==> src/sv/trrq_pkg.sv <==
`timescale 1ns / 1ps
// ----------------------------------------------------------------------------
// trrq_pkg
// Shared types, widths and helpers for the tagged read retry queue.
// ----------------------------------------------------------------------------
package trrq_pkg;

  localparam int QUEUE_DEPTH_DEF = 16;

  localparam int KEY_MODULUS = 127;
  localparam int KEY_OFFSET  = 32;

  localparam int KEY_W       = 8;
  localparam int NEXT_KEY_W  = 7;
  localparam int TAG_LOW_W   = 64;
  localparam int TAG_HIGH_W  = 16;
  localparam int TIME_W      = 31;
  localparam int DIGIT_W     = 4;
  localparam int DIGITS      = 10;
  localparam int DIGITS_W    = DIGIT_W * DIGITS;
  localparam int COUNT_OUT_W = 7;

  // Binary-to-BCD converter: two bits shifted in per cycle.
  localparam int BCD_BITS_PER_STEP = 2;
  localparam int BCD_BIN_W  =
    ((TIME_W + BCD_BITS_PER_STEP - 1) / BCD_BITS_PER_STEP) * BCD_BITS_PER_STEP;
  localparam int BCD_STEPS  = BCD_BIN_W / BCD_BITS_PER_STEP;
  localparam int STEP_CNT_W = (BCD_STEPS > 1) ? $clog2(BCD_STEPS) : 1;

  typedef enum logic {
    OP_INSERT = 1'b0,
    OP_REMOVE = 1'b1
  } trrq_op_t;

  typedef struct packed {
    logic [TAG_LOW_W-1:0]  tag_low;
    logic [TAG_HIGH_W-1:0] tag_high;
    logic [DIGITS_W-1:0]   time_digits;
    logic [KEY_W-1:0]      key;
  } trrq_entry_t;

  typedef enum logic [3:0] {
    ST_IDLE,
    ST_CONV,
    ST_WRITE,
    ST_SCAN_RD,
    ST_SCAN_CHK,
    ST_SHIFT_RD,
    ST_SHIFT_WR,
    ST_HEAD_RD,
    ST_OUT
  } trrq_state_t;

  // One double-dabble step: adjust every digit of five or more by three,
  // then shift the next binary bit in at the bottom.
  function automatic logic [DIGITS_W-1:0] dabble_bit(input logic [DIGITS_W-1:0] bcd,
                                                     input logic              b);
    logic [DIGITS_W-1:0] adj;
    adj = bcd;
    for (int d = 0; d < DIGITS; d++) begin
      if (adj[DIGIT_W*d +: DIGIT_W] >= DIGIT_W'(5)) begin
        adj[DIGIT_W*d +: DIGIT_W] = adj[DIGIT_W*d +: DIGIT_W] + DIGIT_W'(3);
      end
    end
    return {adj[DIGITS_W-2:0], b};
  endfunction

endpackage

==> src/sv/trrq_ram.sv <==
`timescale 1ns / 1ps
// ----------------------------------------------------------------------------
// trrq_ram
// Generic single-write, single-read RAM with registered read data.
// ----------------------------------------------------------------------------
module trrq_ram #(
  parameter int WIDTH = 8,
  parameter int DEPTH = 16,
  localparam int AW   = (DEPTH > 1) ? $clog2(DEPTH) : 1
) (
  input  logic             clk,
  input  logic             we,
  input  logic [AW-1:0]    waddr,
  input  logic [WIDTH-1:0] wdata,
  input  logic             re,
  input  logic [AW-1:0]    raddr,
  output logic [WIDTH-1:0] rdata
);

  logic [WIDTH-1:0] mem [DEPTH];

  always_ff @(posedge clk) begin
    if (we) begin
      mem[waddr] <= wdata;
    end
    if (re) begin
      rdata <= mem[raddr];
    end
  end

endmodule

==> src/sv/trrq_bcd.sv <==
`timescale 1ns / 1ps
// ----------------------------------------------------------------------------
// trrq_bcd
// Iterative binary to ten-digit BCD converter (double dabble, two bits a cycle).
// ----------------------------------------------------------------------------
module trrq_bcd import trrq_pkg::*; (
  input  logic                clk,
  input  logic                rst_n,
  input  logic                start,
  input  logic [TIME_W-1:0]   value,
  output logic                done,
  output logic [DIGITS_W-1:0] digits
);

  logic                  busy_r, busy_nxt;
  logic                  done_r, done_nxt;
  logic [STEP_CNT_W-1:0] step_r, step_nxt;
  logic [BCD_BIN_W-1:0]  bin_r, bin_nxt;
  logic [DIGITS_W-1:0]   bcd_r, bcd_nxt;
  logic [DIGITS_W-1:0]   acc;

  always_comb begin
    busy_nxt = busy_r;
    done_nxt = 1'b0;
    step_nxt = step_r;
    bin_nxt  = bin_r;
    bcd_nxt  = bcd_r;
    acc      = bcd_r;
    if (start) begin
      busy_nxt = 1'b1;
      step_nxt = '0;
      bin_nxt  = BCD_BIN_W'(value);
      bcd_nxt  = '0;
    end else if (busy_r) begin
      for (int k = 0; k < BCD_BITS_PER_STEP; k++) begin
        acc = dabble_bit(acc, bin_r[BCD_BIN_W-1-k]);
      end
      bcd_nxt  = acc;
      bin_nxt  = bin_r << BCD_BITS_PER_STEP;
      step_nxt = step_r + STEP_CNT_W'(1);
      if (step_r == STEP_CNT_W'(BCD_STEPS - 1)) begin
        busy_nxt = 1'b0;
        done_nxt = 1'b1;
      end
    end
  end

  always_ff @(posedge clk) begin
    if (!rst_n) begin
      busy_r <= 1'b0;
      done_r <= 1'b0;
    end else begin
      busy_r <= busy_nxt;
      done_r <= done_nxt;
    end
  end

  always_ff @(posedge clk) begin
    step_r <= step_nxt;
    bin_r  <= bin_nxt;
    bcd_r  <= bcd_nxt;
  end

  assign done   = done_r;
  assign digits = bcd_r;

endmodule

==> src/sv/tagged_read_retry_queue.sv <==
`timescale 1ns / 1ps
// ----------------------------------------------------------------------------
// tagged_read_retry_queue
// Bounded, ordered queue of tag reads awaiting acknowledgement.
// ----------------------------------------------------------------------------
// An insert word stores its 10-byte tag, its timestamp as ten BCD digits and
// a sequence key (a counter that runs 0..126 and wraps, plus 32) at the tail,
// if the queue has room; a full queue drops it with accepted low. A remove
// word deletes the oldest entry whose key matches and moves later entries
// down one place. Every word gives exactly one result with the entry count
// and the head entry (all zero when empty). One word is worked at a time:
// a stored insert waits on the 16-step binary-to-BCD converter; a remove
// reads and checks each entry scanned and reads and writes each entry moved,
// paced by the single read port of the entry RAM and its registered read.
// An insert dropped on a full queue, or a remove on an empty one, goes
// straight to the head read. A new word is taken as soon as the sequencer
// is idle, even while the last result still sits in the output register.
// ----------------------------------------------------------------------------
module tagged_read_retry_queue import trrq_pkg::*; #(
  parameter int QUEUE_DEPTH = QUEUE_DEPTH_DEF
) (
  input  logic                   clk,
  input  logic                   rst_n,
  // input channel
  input  logic                   in_valid,
  output logic                   in_stall,
  input  logic                   in_operation,
  input  logic [TAG_LOW_W-1:0]   in_tag_low,
  input  logic [TAG_HIGH_W-1:0]  in_tag_high,
  input  logic [TIME_W-1:0]      in_timestamp,
  input  logic [KEY_W-1:0]       in_remove_key,
  // result channel
  output logic                   out_valid,
  input  logic                   out_stall,
  output logic                   out_accepted,
  output logic                   out_removed,
  output logic [KEY_W-1:0]       out_assigned_key,
  output logic [COUNT_OUT_W-1:0] out_entry_count,
  output logic                   out_head_valid,
  output logic [TAG_LOW_W-1:0]   out_head_tag_low,
  output logic [TAG_HIGH_W-1:0]  out_head_tag_high,
  output logic [DIGITS_W-1:0]    out_head_time_digits,
  output logic [KEY_W-1:0]       out_head_key
);

  localparam int IDX_W   = (QUEUE_DEPTH > 1) ? $clog2(QUEUE_DEPTH) : 1;
  localparam int CNT_W   = $clog2(QUEUE_DEPTH + 1);
  localparam int ENTRY_W = $bits(trrq_entry_t);

  // sequencer and queue bookkeeping
  trrq_state_t            state_r, state_nxt;
  logic [CNT_W-1:0]       count_r, count_nxt;
  logic [NEXT_KEY_W-1:0]  next_key_r, next_key_nxt;
  logic [CNT_W-1:0]       idx_r, idx_nxt;
  logic [CNT_W-1:0]       idx_inc, idx_dec;

  // latched word under work
  trrq_op_t               op_r, op_nxt;
  logic [TAG_LOW_W-1:0]   tag_low_r, tag_low_nxt;
  logic [TAG_HIGH_W-1:0]  tag_high_r, tag_high_nxt;
  logic [KEY_W-1:0]       rkey_r, rkey_nxt;
  logic                   accepted_r, accepted_nxt;
  logic                   removed_r, removed_nxt;
  logic [KEY_W-1:0]       akey_r, akey_nxt;
  logic [KEY_W-1:0]       new_key;

  // result register
  logic                   out_valid_r, out_valid_nxt;
  logic                   out_accepted_r, out_accepted_nxt;
  logic                   out_removed_r, out_removed_nxt;
  logic [KEY_W-1:0]       out_akey_r, out_akey_nxt;
  logic [COUNT_OUT_W-1:0] out_count_r, out_count_nxt;
  logic                   out_hvalid_r, out_hvalid_nxt;
  trrq_entry_t            out_head_r, out_head_nxt;

  // entry RAM
  logic                   ram_we, ram_re;
  logic [IDX_W-1:0]       ram_waddr, ram_raddr;
  trrq_entry_t            ram_wdata, ram_rdata;

  // converter
  logic                   bcd_start, bcd_done;
  logic [DIGITS_W-1:0]    bcd_digits;

  trrq_ram #(
    .WIDTH (ENTRY_W),
    .DEPTH (QUEUE_DEPTH)
  ) u_ram (
    .clk   (clk),
    .we    (ram_we),
    .waddr (ram_waddr),
    .wdata (ram_wdata),
    .re    (ram_re),
    .raddr (ram_raddr),
    .rdata (ram_rdata)
  );

  trrq_bcd u_bcd (
    .clk    (clk),
    .rst_n  (rst_n),
    .start  (bcd_start),
    .value  (in_timestamp),
    .done   (bcd_done),
    .digits (bcd_digits)
  );

  // Take a word only when the sequencer is idle.
  assign in_stall = (state_r != ST_IDLE);

  assign idx_inc = idx_r + CNT_W'(1);
  assign idx_dec = idx_r - CNT_W'(1);
  assign new_key = KEY_W'(next_key_r) + KEY_W'(KEY_OFFSET);

  always_comb begin
    state_nxt        = state_r;
    count_nxt        = count_r;
    next_key_nxt     = next_key_r;
    idx_nxt          = idx_r;
    op_nxt           = op_r;
    tag_low_nxt      = tag_low_r;
    tag_high_nxt     = tag_high_r;
    rkey_nxt         = rkey_r;
    accepted_nxt     = accepted_r;
    removed_nxt      = removed_r;
    akey_nxt         = akey_r;
    // drop the held result once it is taken
    out_valid_nxt    = out_valid_r & out_stall;
    out_accepted_nxt = out_accepted_r;
    out_removed_nxt  = out_removed_r;
    out_akey_nxt     = out_akey_r;
    out_count_nxt    = out_count_r;
    out_hvalid_nxt   = out_hvalid_r;
    out_head_nxt     = out_head_r;
    ram_we           = 1'b0;
    ram_re           = 1'b0;
    ram_waddr        = idx_r[IDX_W-1:0];
    ram_raddr        = idx_r[IDX_W-1:0];
    ram_wdata        = ram_rdata;
    bcd_start        = 1'b0;

    case (state_r)
      ST_IDLE: begin
        if (in_valid) begin
          op_nxt       = trrq_op_t'(in_operation);
          tag_low_nxt  = in_tag_low;
          tag_high_nxt = in_tag_high;
          rkey_nxt     = in_remove_key;
          accepted_nxt = 1'b0;
          removed_nxt  = 1'b0;
          akey_nxt     = '0;
          idx_nxt      = '0;
          if (trrq_op_t'(in_operation) == OP_INSERT) begin
            if (count_r < CNT_W'(QUEUE_DEPTH)) begin
              bcd_start = 1'b1;
              state_nxt = ST_CONV;
            end else begin
              // full: drop the insert, report only
              state_nxt = ST_HEAD_RD;
            end
          end else if (count_r != '0) begin
            state_nxt = ST_SCAN_RD;
          end else begin
            state_nxt = ST_HEAD_RD;
          end
        end
      end

      ST_CONV: begin
        if (bcd_done) begin
          state_nxt = ST_WRITE;
        end
      end

      ST_WRITE: begin
        // append at the tail and advance the key counter
        ram_we                = 1'b1;
        ram_waddr             = count_r[IDX_W-1:0];
        ram_wdata.tag_low     = tag_low_r;
        ram_wdata.tag_high    = tag_high_r;
        ram_wdata.time_digits = bcd_digits;
        ram_wdata.key         = new_key;
        count_nxt             = count_r + CNT_W'(1);
        next_key_nxt          = (next_key_r == NEXT_KEY_W'(KEY_MODULUS - 1)) ?
                                '0 : next_key_r + NEXT_KEY_W'(1);
        accepted_nxt          = 1'b1;
        akey_nxt              = new_key;
        state_nxt             = ST_HEAD_RD;
      end

      ST_SCAN_RD: begin
        ram_re    = 1'b1;
        state_nxt = ST_SCAN_CHK;
      end

      ST_SCAN_CHK: begin
        idx_nxt = idx_inc;
        if (ram_rdata.key == rkey_r) begin
          removed_nxt = 1'b1;
          if (idx_inc < count_r) begin
            state_nxt = ST_SHIFT_RD;
          end else begin
            count_nxt = count_r - CNT_W'(1);
            state_nxt = ST_HEAD_RD;
          end
        end else if (idx_inc < count_r) begin
          state_nxt = ST_SCAN_RD;
        end else begin
          state_nxt = ST_HEAD_RD;
        end
      end

      ST_SHIFT_RD: begin
        ram_re    = 1'b1;
        state_nxt = ST_SHIFT_WR;
      end

      ST_SHIFT_WR: begin
        // move the entry just read down one place
        ram_we    = 1'b1;
        ram_waddr = idx_dec[IDX_W-1:0];
        ram_wdata = ram_rdata;
        idx_nxt   = idx_inc;
        if (idx_inc < count_r) begin
          state_nxt = ST_SHIFT_RD;
        end else begin
          count_nxt = count_r - CNT_W'(1);
          state_nxt = ST_HEAD_RD;
        end
      end

      ST_HEAD_RD: begin
        ram_re    = 1'b1;
        ram_raddr = '0;
        state_nxt = ST_OUT;
      end

      ST_OUT: begin
        // load the result once the output register is free
        if (!out_valid_r || !out_stall) begin
          out_valid_nxt    = 1'b1;
          out_accepted_nxt = accepted_r;
          out_removed_nxt  = removed_r;
          out_akey_nxt     = akey_r;
          out_count_nxt    = COUNT_OUT_W'(count_r);
          out_hvalid_nxt   = (count_r != '0);
          out_head_nxt     = (count_r != '0) ? ram_rdata : '0;
          state_nxt        = ST_IDLE;
        end
      end

      default: begin
        state_nxt = ST_IDLE;
      end
    endcase
  end

  // control state
  always_ff @(posedge clk) begin
    if (!rst_n) begin
      state_r     <= ST_IDLE;
      count_r     <= '0;
      next_key_r  <= '0;
      out_valid_r <= 1'b0;
    end else begin
      state_r     <= state_nxt;
      count_r     <= count_nxt;
      next_key_r  <= next_key_nxt;
      out_valid_r <= out_valid_nxt;
    end
  end

  // payload
  always_ff @(posedge clk) begin
    idx_r          <= idx_nxt;
    op_r           <= op_nxt;
    tag_low_r      <= tag_low_nxt;
    tag_high_r     <= tag_high_nxt;
    rkey_r         <= rkey_nxt;
    accepted_r     <= accepted_nxt;
    removed_r      <= removed_nxt;
    akey_r         <= akey_nxt;
    out_accepted_r <= out_accepted_nxt;
    out_removed_r  <= out_removed_nxt;
    out_akey_r     <= out_akey_nxt;
    out_count_r    <= out_count_nxt;
    out_hvalid_r   <= out_hvalid_nxt;
    out_head_r     <= out_head_nxt;
  end

  assign out_valid            = out_valid_r;
  assign out_accepted         = out_accepted_r;
  assign out_removed          = out_removed_r;
  assign out_assigned_key     = out_akey_r;
  assign out_entry_count      = out_count_r;
  assign out_head_valid       = out_hvalid_r;
  assign out_head_tag_low     = out_head_r.tag_low;
  assign out_head_tag_high    = out_head_r.tag_high;
  assign out_head_time_digits = out_head_r.time_digits;
  assign out_head_key         = out_head_r.key;

endmodule
==> config.mk <==
export PLATFORM = sky130hd
export DESIGN_NAME = tagged_read_retry_queue
export DESIGN_NICKNAME = d
export VERILOG_FILES = /design/src/sv/trrq_pkg.sv /design/src/sv/trrq_ram.sv /design/src/sv/trrq_bcd.sv /design/src/sv/tagged_read_retry_queue.sv
export SDC_FILE = /design/constraint.sdc
export NUM_CORES = 2
export LEC_CHECK = 0
export ABC_CLOCK_PERIOD_IN_PS = 12200
export BUFFER_PORTS_ARGS = -buffer_cell sky130_fd_sc_hd__buf_2
export CAP_MARGIN = 40
export CORE_ASPECT_RATIO = 0.6
export CORE_MARGIN = 2
export CORE_UTILIZATION = 50
export CTS_CLUSTER_DIAMETER = 150
export DETAILED_ROUTE_END_ITERATION = 10
export PLACE_DENSITY = 0.66
export REMOVE_ABC_BUFFERS = 1
export SETUP_SLACK_MARGIN = 0.3
export SLEW_MARGIN = 20
export SYNTH_ARGS = -nofsm -noshare
export SYNTH_HDL_FRONTEND = slang
export SYNTH_HIERARCHICAL = 1
export SYNTH_SLANG_ARGS = --single-unit
==> constraint.sdc <==
create_clock -name clk -period 12.2 [get_ports clk]
set_input_delay 1.22 -clock clk [delete_from_list [all_inputs] [get_ports clk]]
set_output_delay 1.22 -clock clk [all_outputs]
set_load 0.005 [all_outputs]
==> metrics.md <==
| Metric | Value |
|---|---|
| Overflow after GRT | `0` |
| NetSw | `about 0.0080 W` |
| CP Cell Sequence | `nor2_1 > nand2_4 > buf_16 > o22ai_1 > a21oi_1 > nand3b_1 > nor2_4 > buf_4 > buf_12 > buf_4` |
| Number of global-route vias before repair | `between 40k and 50k` |
| Worst R2R Start | `state_r[2]` |
| Min-delay src | `accepted_r` |
| Sw frac | `0.309` |
| Primary FF master, synth | `edfxtp_1` |
| Post-CTS sizing | `0` |
| Startpoint types | `register` |
| Post-synth ARST share | `0` |
| Post-layout util | `0.571` |
| RSZ-0062 raised after global routing | `no` |
| Largest net degree at the start of global routing | `144` |
| Clock share of power | `0.271` |
| Routed len/inst | `approximately 29 um` |
| Clock-pin slew on the worst setup and hold paths | `0.06 ns` |
| Maximum level of the CTS H-tree | `4` |
| Final setup vio count | `0` |
| Initial antenna violation count | `4` |
| Pint | `about 0.018 W` |
| WHS Endpoint | `out_accepted` |
| Number of placement rows | `about 120` |
| Critical path class | `reg2reg` |
| Post-Place Worst Slack | `~6.7 ns` |
| DR vias/cell | `6.08` |
| Global-route wire length before repair | `329000 um` |
| Final setup skew | `between 0.06 and 0.07 ns` |
| CTS max path bufs | `4` |
| I/O Buffers | `269` |
| Core area | `about 0.19 mm^2` |
| R2R Setup Slk | `7.00 ns` |
| Wirelength, routed | `228000 um` |
| Cells after DPL | `around 7.5k` |
| Synth-to-Final Area Change | `13.0%` |
| Status | `finished, final reports clean` |
| Initial Util | `0.505` |
| CP max stage delay | `0.82 ns` |
| Final Net Count | `5355` |
| I/O pins | `272` |
| First-pass DRT Iterations | `5` |
| RePlAce Congestion | `0.806` |
| Crit path arrival time | `around 5.7 ns` |
| Seq pwr share | `0.450` |
| CTS tree | `yes` |
| Setup WS post-layout | `7.00 ns` |
| # DRC | `0` |
| CP Capture Type | `register` |
| DPL Wire Length | `122000 um` |
| Clk Latency, worst-skew pair | `0.88 ns` |
| Max_slew headroom | `0.236` |
| Register area share after synthesis | `0.777` |
| Die extent in x | `571 um` |
| Hold WC Path Type | `reg2reg` |
| DR iter-0 viols | `5798` |
| Yosys Warn Count | `6` |
| R2r endpoint | `u_ram/mem[5][84]` |
| Crit-path max FO | `37` |
| Cells after Synth | `4809` |
| Yosys reg bits | `approximately 2.5k` |
| Vias after detailed routing | `slightly below 50k` |
| CP bufs+invs | `4` |
| Final worst path period share | `0.426` |
| Combinational Power Share | `0.279` |
| Fin Hold WS | `roughly 0.42 ns` |
| Max-Cap Viols | `0` |
| Final std cells w/o fill | `7963` |
| Final ANT Viol Nets | `0` |
| Critical Path Start | `state_r[2]` |
| Final Max Tran Viols | `0` |
| Root buffer cell | `clkbuf_16` |
| Critical path data required time | `12.68 ns` |
| Fill count | `14.1k` |
| DIE AREA | `0.197 mm^2` |
| Max Clk Rate | `192 MHz` |
| Mapped Avg Cell Area | `between 20 and 25 um^2` |
| Worst-Margin Slew | `1.15 ns` |
| Final hold vios | `0` |
| R2R depth | `10` |
| Post-CTS Setup Inserts | `0` |
| Max IR drop VDD | `0.000202 V` |
| Unique cell type count in the Yosys netlist | `70` |
| Share of layout cells above drive strength 1 | `0.241` |
| CTS buffer count | `around 230` |
| Clk sink count | `2518` |
| Hold buffer count at CTS | `0` |
| Delay-heaviest family, CP | `buffers and inverters` |
| Most frequent CP cell | `buf_4` |
| Die H | `344 um` |
| Minimum clock period | `around 5.2 ns` |
| Lkg Pwr | `35.5 nW` |
| Total Routing Usage GR | `0.230` |
| Number of synthesized flops with an enable pin | `2454` |
| Post-synthesis cell area | `0.0965 mm^2` |
| Pwr dens | `238 mW/mm^2` |
| WHS Path Cells | `0` |
| CP max stage cell | `dfxtp_1` |
-- cells in the mapped netlist, types with 8 or more instances --
master | n | area, um^2
inv_1 | 41 | 154
dfxtp_1 | 64 | 1280
o311ai_0 | 8 | 70.1
nor3_1 | 13 | 65.1
a211o_1 | 8 | 70.1
buf_6 | 15 | 169
mux2_2 | 38 | 428
nor2b_1 | 143 | 895
o21ai_0 | 25 | 125
clkbuf_1 | 128 | 480
nand3_1 | 32 | 160
and2_1 | 8 | 50.1
mux4_2 | 476 | 10700
mux2i_1 | 99 | 991
nand2b_1 | 15 | 93.8
o22ai_1 | 20 | 125
nand2_1 | 515 | 1930
a21o_1 | 12 | 90.1
a21oi_1 | 63 | 315
edfxtp_1 | 2454 | 73700
buf_4 | 11 | 82.6
a211oi_1 | 22 | 165
buf_2 | 73 | 365
nor2_1 | 58 | 218
xnor2_1 | 26 | 228
a22oi_1 | 227 | 1700
and3_1 | 11 | 68.8
buf_1 | 12 | 45.0
a21boi_0 | 8 | 60.1
xor2_1 | 9 | 78.8
o211ai_1 | 22 | 165
a21oi_2 | 8 | 70.1
and4_1 | 8 | 70.1
ha_1 | 35 | 438
nor3b_1 | 20 | 150
-- area by class of cell --
type                    count  area [um^2]  area share
multi-input cells        2003        20400       0.187
clock buffers             272         5890      0.0540
diodes                      3         7.51   0.0000688
clock inverters           139         1310      0.0120
inverters                  46          183     0.00167
repair buffers            399         3060      0.0281
well taps                2583         3230      0.0296
flip-flops and latches   2518        75000       0.687
-- cell usage in the layout (no fill, tap or decap), drive strengths merged, types with 23 or more instances in the layout --
master	count
xnor2	26
a22oi	227
mux2i	99
a21oi	71
nand3	32
buf	399
nor2	60
inv	51
mux4	476
dfxtp	64
ha	35
nand2	515
clkinv	95
nor2b	143
o21ai	25
clkbuf	272
edfxtp	2454
mux2	39
bufinv	23
-- layer usage --
metal,global-route usage,vias to the layer above,part of all wire
met3,0.0483,299,0.097
met2,0.333,2307,0.44
met5,0,-,0
met4,0.0492,0,0.020
li1,-,20305,-
met1,0.363,25491,0.45
-- through the flow --
step           total power [W]  cell area (um^2)  TNS [ns]
2_1_floorplan           0.0181             95300  -5617.97
3_3_place_gp            0.0188            101000         0
3_5_place_dp            0.0190            102000         0
4_1_cts                 0.0260            109000         0
5_1_grt                 0.0270            109000         0
6_report                0.0259            109000         0
-- power groups by stage --
stage               Combinational [W]  Clock, W  Sequential (W)
finish                        0.00724   0.00703          0.0117
global route                  0.00785   0.00748          0.0117
CTS                           0.00721   0.00716          0.0117
detailed placement            0.00719         0          0.0118
global placement              0.00692         0          0.0118
floorplan                     0.00641         0          0.0117
-- worst max-delay path by stage --
stage / depth (start not counted) / slack (ns) / end
6_report: 10 / 7.00 / u_ram/mem[5][84]
5_1_grt: 10 / 6.74 / u_ram/mem[5][82]
4_1_cts: 10 / 6.68 / u_ram/mem[5][84]
3_5_place_dp: 10 / 6.68 / u_ram/mem[5][68]
3_3_place_gp: 8 / 5.83 / u_ram/mem[5][68]
2_1_floorplan: 4 / -41.64 / u_ram/rdata[103]
-- worst register-to-register path, cell delays in order (launching register included) --
cell	delay (ns)
dfxtp_1	0.82
nor2_1	0.30
nand2_4	0.39
buf_16	0.30
o22ai_1	0.14
a21oi_1	0.27
nand3b_1	0.34
nor2_4	0.68
buf_4	0.62
buf_12	0.31
buf_4	0.63
-- logic make-up after synthesis --
family	share of synthesized area
AOI/OAI and AO/OA	0.0353
xor gates and xnor gates	0.00318
adders and majority gates	0.00474
buffers and inverters	0.0142
DFF	0.777
muxes	0.126
other	0.0000388
and+or+nand+nor	0.0400
-- sequential cells by signal, indices dropped and copies added (netlist names), 4 cells and up --
register and count:
out_entry_count 5, u_bcd/bin_r 32, out_assigned_key 8, state_r 4
tag_low_r 64, out_head_tag_high 16, out_head_time_digits 40, u_bcd/digits 40
out_head_tag_low 64, u_ram/rdata 128, out_head_key 8, idx_r 5
u_bcd/step_r 4, akey_r 8, rkey_r 8, count_r 5
tag_high_r 16, u_ram/mem 2048, next_key_r 7
Power figures use the tool's default switching activity.
